[config.mk]
export PLATFORM = sky130hd
export DESIGN_NAME = vpru_front
export DESIGN_NICKNAME = d
export VERILOG_FILES = /design/src/rtl/core/vpru_pkg.sv /design/src/rtl/core/vpru_front.sv
export SDC_FILE = /design/constraint.sdc
export NUM_CORES = 2
export LEC_CHECK = 0
export BUFFER_PORTS_ARGS = -buffer_cell sky130_fd_sc_hd__clkbuf_2
export CAP_MARGIN = 15
export CORE_MARGIN = 2
export CORE_UTILIZATION = 60
export DETAILED_ROUTE_END_ITERATION = 8
export PLACE_DENSITY = 0.78
export SYNTH_ARGS = -nofsm -noshare
export SYNTH_HDL_FRONTEND = slang
export SYNTH_SLANG_ARGS = --single-unit
[constraint.sdc]
create_clock -name clock -period 9.4 [get_ports clock]
set_input_delay 1.41 -clock clock [delete_from_list [all_inputs] [get_ports clock]]
set_output_delay 1.41 -clock clock [all_outputs]
set_load 0.005 [all_outputs]
[src/rtl/core/vpru_pkg.sv]
`default_nettype none
package vpru_pkg;

   localparam int COORD_WIDTH_DEF   = 16;
   localparam int CORDIC_STAGES_DEF = 16;
   localparam int ANG_W             = 28;
   localparam int QUEUE_DEPTH       = 4;

   localparam logic [2:0] ACT_TO_POLAR = 3'd0;
   localparam logic [2:0] ACT_TO_RECT  = 3'd1;
   localparam logic [2:0] ACT_ADD      = 3'd2;
   localparam logic [2:0] ACT_NEGATE   = 3'd3;
   localparam logic [2:0] ACT_SCALE    = 3'd4;
   localparam logic [2:0] ACT_PRODUCTS = 3'd5;

   localparam logic signed [ANG_W-1:0] DEG90  = 28'sd5898240;
   localparam logic signed [ANG_W-1:0] DEG180 = 28'sd11796480;
   localparam logic signed [16:0]      DEG180_Q7 = 17'sd23040;
   localparam logic signed [24:0]      GAIN_INV = 25'sd10188014;

   typedef struct packed {
      logic [2:0]         action;
      logic signed [15:0] a_first;
      logic signed [15:0] a_second;
      logic signed [15:0] b_x;
      logic signed [15:0] b_y;
      logic signed [7:0]  scale_factor;
   } req_type;

   typedef struct packed {
      logic signed [15:0] x_out;
      logic signed [15:0] y_out;
      logic [15:0]        modulus_out;
      logic signed [15:0] angle_out;
      logic signed [31:0] dot_out;
      logic signed [31:0] cross_out;
      logic               overflow;
   } rsp_type;

   // one queued job: pre-saturation vector (a itself for both conversions and
   // products), vector b and the raw products
   typedef struct packed {
      logic [2:0]         act;
      logic signed [24:0] vx;
      logic signed [24:0] vy;
      logic signed [15:0] bx;
      logic signed [15:0] by;
      logic signed [33:0] dot;
      logic signed [33:0] crs;
   } job_type;

   function automatic logic signed [ANG_W-1:0] atan_deg(input int i);
      logic signed [ANG_W-1:0] t;
      begin
         unique case (i)
            0: t = 28'sd2949120;   1: t = 28'sd1740967;  2: t = 28'sd919879;
            3: t = 28'sd466945;    4: t = 28'sd234379;   5: t = 28'sd117304;
            6: t = 28'sd58666;     7: t = 28'sd29335;    8: t = 28'sd14668;
            9: t = 28'sd7334;      10: t = 28'sd3667;    11: t = 28'sd1833;
            12: t = 28'sd917;      13: t = 28'sd458;     14: t = 28'sd229;
            15: t = 28'sd115;      16: t = 28'sd57;      17: t = 28'sd29;
            18: t = 28'sd14;       19: t = 28'sd7;       20: t = 28'sd4;
            21: t = 28'sd2;        22: t = 28'sd1;
            default: t = '0;
         endcase
         return t;
      end
   endfunction

   // round half up Q16 degrees to Q9.7, clamp to +-180
   function automatic logic signed [15:0] ang_round(input logic signed [ANG_W-1:0] z);
      logic signed [ANG_W-1:0] r;
      begin
         r = (z + 28'sd256) >>> 9;
         if (r > 28'sd23040) r = 28'sd23040;
         if (r < -28'sd23040) r = -28'sd23040;
         return r[15:0];
      end
   endfunction

endpackage
`default_nettype wire

[src/rtl/core/vpru_front.sv]
`default_nettype none
// Front: accept beats, form the pre-saturation vector and products, queue them.
module vpru_front #(
   parameter int DEPTH = vpru_pkg::QUEUE_DEPTH
) (
   input  wire                clock,
   input  wire                reset,
   input  wire                req_valid,
   output logic               req_stall,
   input  wire vpru_pkg::req_type req_data,
   output logic               q_valid,
   input  wire                q_take,
   output vpru_pkg::job_type  q_data
);
   localparam int AW = $clog2(DEPTH);
   vpru_pkg::job_type mem_ff [DEPTH];
   logic [AW-1:0] wp_ff, rp_ff;
   logic [AW:0]   cnt_ff;
   vpru_pkg::job_type job;
   logic signed [24:0] vx, vy;
   logic signed [33:0] dot, crs;
   logic signed [15:0] ax, ay, bx, by;
   logic push;

   always_comb begin
      ax = req_data.a_first; ay = req_data.a_second;
      bx = req_data.b_x;     by = req_data.b_y;
      vx = '0; vy = '0;
      unique case (req_data.action)
         vpru_pkg::ACT_TO_POLAR: begin vx = 25'(ax); vy = 25'(ay); end
         vpru_pkg::ACT_TO_RECT:  begin vx = 25'(ax); vy = 25'(ay); end
         vpru_pkg::ACT_ADD:      begin vx = 25'(ax) + 25'(bx); vy = 25'(ay) + 25'(by); end
         vpru_pkg::ACT_NEGATE:   begin vx = -25'(ax); vy = -25'(ay); end
         vpru_pkg::ACT_SCALE: begin
            vx = 25'(ax * req_data.scale_factor);
            vy = 25'(ay * req_data.scale_factor);
         end
         // pass vector a on for the angle of a
         vpru_pkg::ACT_PRODUCTS: begin vx = 25'(ax); vy = 25'(ay); end
         default: ;
      endcase
      dot = 34'(ax * bx) + 34'(ay * by);
      crs = 34'(ax * by) - 34'(ay * bx);
      job.act = req_data.action;
      job.vx  = vx;
      job.vy  = vy;
      job.bx  = bx;
      job.by  = by;
      job.dot = dot;
      job.crs = crs;
   end

   assign req_stall = (cnt_ff == (AW+1)'(DEPTH));
   assign push      = req_valid && !req_stall;
   assign q_valid   = (cnt_ff != '0);
   assign q_data    = mem_ff[rp_ff];

   always_ff @(posedge clock) begin
      if (push) mem_ff[wp_ff] <= job;
      if (reset) begin
         wp_ff <= '0; rp_ff <= '0; cnt_ff <= '0;
      end else begin
         if (push) wp_ff <= wp_ff + 1'b1;
         if (q_take) rp_ff <= rp_ff + 1'b1;
         cnt_ff <= cnt_ff + (AW+1)'(push) - (AW+1)'(q_take);
      end
   end
endmodule
`default_nettype wire

==> flow_summary_export.csv <==
group,metric,value,unit
logic_synthesis,synth-seq-cells,613,
flow_run,max_cap_viol_count,0,
timing,whs,539,ps
critical_path,crit_arrival,9240,ps
logic_synthesis,yosysTopAreaCell,"fa_1",
finish,layout_common_cells,"inv_1 (1573), fa_1 (1382), nand2_1 (636), and2_1 (614), edfxtp_1 (604)",
place,gp_congestion,0.968,
finish,area_growth,7.50,%
logic_synthesis,yosysUniqueCellTypes,71,
die,start_util,60.7,%
cts,cts_tree,"built",
timing,maxSlewHeadroom,10.1,%
timing,fmax,0.114,GHz
routing,drt_iter0_markers,4156,
run_status,status,"finished, final reports clean",
logic_synthesis,synth_fp_nets,8517,
logic_synthesis,ys_seq_area_share,24.7,%
die,die_x,355,um
timing,setup_viol,0,
global_routing,first_global_vias,53443,
global_routing,grt_pass1_wl,305000,um
cts,cts_hold_buf,0,
critical_path,slowest_delay,690,ps
routing,drt-vias-per-instance,5.72,
routing,drc,0,
routing,vias,48322,
timing,period_needed,8750,ps
cts,cts_buffers,59,
cts,cts_sinks,613,
finish,layout_commonest_cell,"inv_1",
critical_path,crit_top_cell,"fa_1",
die,coreArea,122000,um^2
critical_path,path_max_fanout,15,
timing,worst_pin_slew,1330,ps
cts,clkTransAtPathRegs,60,ps
cts,clock_latency,660,ps
hold_path,min_path_type,"reg2reg",
timing,rsz0062_at_grt,"no",
critical_path,end_kind,"register",
logic_synthesis,postSynthCellCount,6614,
logic_synthesis,netlist_area,74000,um^2
logic_synthesis,synth_edf_count,604,
die,num_io_pins,234,
logic_synthesis,synth.top_cells.by_area,"fa_1 (37%), edfxtp_1 (25%), inv_1 (8.0%)",
timing,maxSlewViolCount,0,
logic_synthesis,syn_area_per_cell,11.2,um^2
cts,post_cts_buffers,0,
finish,fin_nets,8671,
routing,antenna_left,0,
cts,cts.htree.levels,2,
logic_synthesis,synth-async-reset-ratio,0,%
cts,cts_resized,0,
critical_path,setup.worst_path.class,"in2reg",
logic_synthesis,synth-main-ff-cell,"edfxtp_1",
critical_path,start_kind,"input pin",
finish,fillCellCount,9112,
place,io_buffers,233,
routing,wl_per_cell,22.7,um
logic_synthesis,synth-warning-count,0,
global_routing,antenna_found_initial,13,
logic_synthesis,yosysTopAreaCellShare,37.4,%
critical_path,critical_path_required,9890,ps
global_routing,overflow,0,
die,die_h,355,um
cts,root_buffer,"clkbuf_16",
place,dp_hpwl,150000,um
cts,cts_max_path_buffers,3,
timing,setup_tns,0,ps
global_routing,gr-usage-all-layers,32.0,%
routing,routed_wl,192000,um
die,row_count,128,
die,die-area,126000,um^2
critical_path,path_cells,"clkbuf_2 -> buf_4 -> nand2_1 -> fa_1 -> inv_1 -> fa_1 -> inv_1 -> fa_1 -> fa_1 -> fa_1 -> inv_1 -> fa_1 -> fa_1 -> fa_1 -> ha_1 -> o21ai_0 -> nor3_1 -> a211o_1 -> a21boi_0 -> o21ai_0 -> a31oi_1 -> xnor2_1",
timing,timing.final.crit_share,93.1,%
critical_path,slowest_stage,"nor3_1",
global_routing,grt_start_max_net_pins,120,
timing,hold_violations,0,
finish,layout-drive-gt1-share,9.85,%
timing,finClkSkew,61.3,ps
routing,first_pass_iters,6,
## registers in the layout, indices dropped and copies added, names as in the netlist, named ones only
name / cells
mem_ff: 604
cnt_ff: 3
rp_ff: 2
wp_ff: 2
## worst max-delay path, delay by kind of cell
family | cells | cell delay, ps
compound gates | 5 | 1610
buf+inv | 5 | 800
fa+ha+maj | 9 | 4300
xor+xnor | 1 | 290
simple gates | 2 | 810
## area by class of cell
cell class	count	area (um^2)	share of cell area, %
clock inverter	42	434	0.546
clock buffer	66	1500	1.89
tap	1625	2030	2.56
inverter	1574	5910	7.42
timing repair buffer	414	2750	3.46
multi-input combinational	4106	48600	61.1
sequential	613	18300	23.0
antenna	13	32.5	0.0409
## per-stage QoR
step | cell area, um^2 | setup WS [ps] | cells | utilization (%)
4_1_cts | 79500 | 761 | 8440 | 65.2
2_1_floorplan | 74000 | 607 | 6614 | -
3_5_place_dp | 77600 | 121 | 8332 | 63.6
6_report | 79600 | 648 | 8453 | 65.2
3_3_place_gp | 77600 | 304 | 8332 | 63.6
5_1_grt | 79600 | 328 | 8447 | 65.2
## Yosys cell counts, drive strengths merged, types with 49 or more instances
cell type and count:
nor2 136, nand2b 49, ha 442, a21oi 97
clkbuf 294, inv 1573, nand2 637, mux4 151
and2 618, a21o 64, fa 1382, xnor2 134
edfxtp 604, o21ai 98
## path summary, 6_finish.rpt
check	from	end	slack, ps	cells past startpoint
setup / recovery	req_data[63]	mem_ff[2][67]	650	22
hold / removal	rp_ff[0]	register	540	2
setup reg to reg	cnt_ff[1]	mem_ff[2][64]	6540	4
hold reg to reg	rp_ff[0]	register	540	2
## cells by family (layout without fill, tap and decap cells)
| logic type | Yosys count | after routing | share of synthesized area [%] |
|---|---|---|---|
| buffers and inverters | 1895 | 2096 | 9.63 |
| adder cells (fa/ha/maj) | 1824 | 1824 | 44.8 |
| AND/OR/NAND/NOR | 1538 | 1538 | 10.4 |
| flip-flops | 613 | 613 | 24.7 |
| AO/OA/AOI/OAI | 416 | 416 | 3.68 |
| XOR/XNOR | 173 | 173 | 2.05 |
| multiplexers | 155 | 155 | 4.65 |
| other | 0 | 13 | 0 |
## per-layer routing
layer / share of wire, % / up-vias / track usage (%)
li1: - / 20574 / -
met1: 37 / 25143 / 41.5
met2: 49 / 2142 / 52.7
met3: 8.6 / 457 / 5.52
met4: 5.5 / 6 / 15.3
met5: 0.017 / - / 0
Power is not shown: default switching activity piles up to over one toggle a cycle in this logic, so the estimate is an artifact.
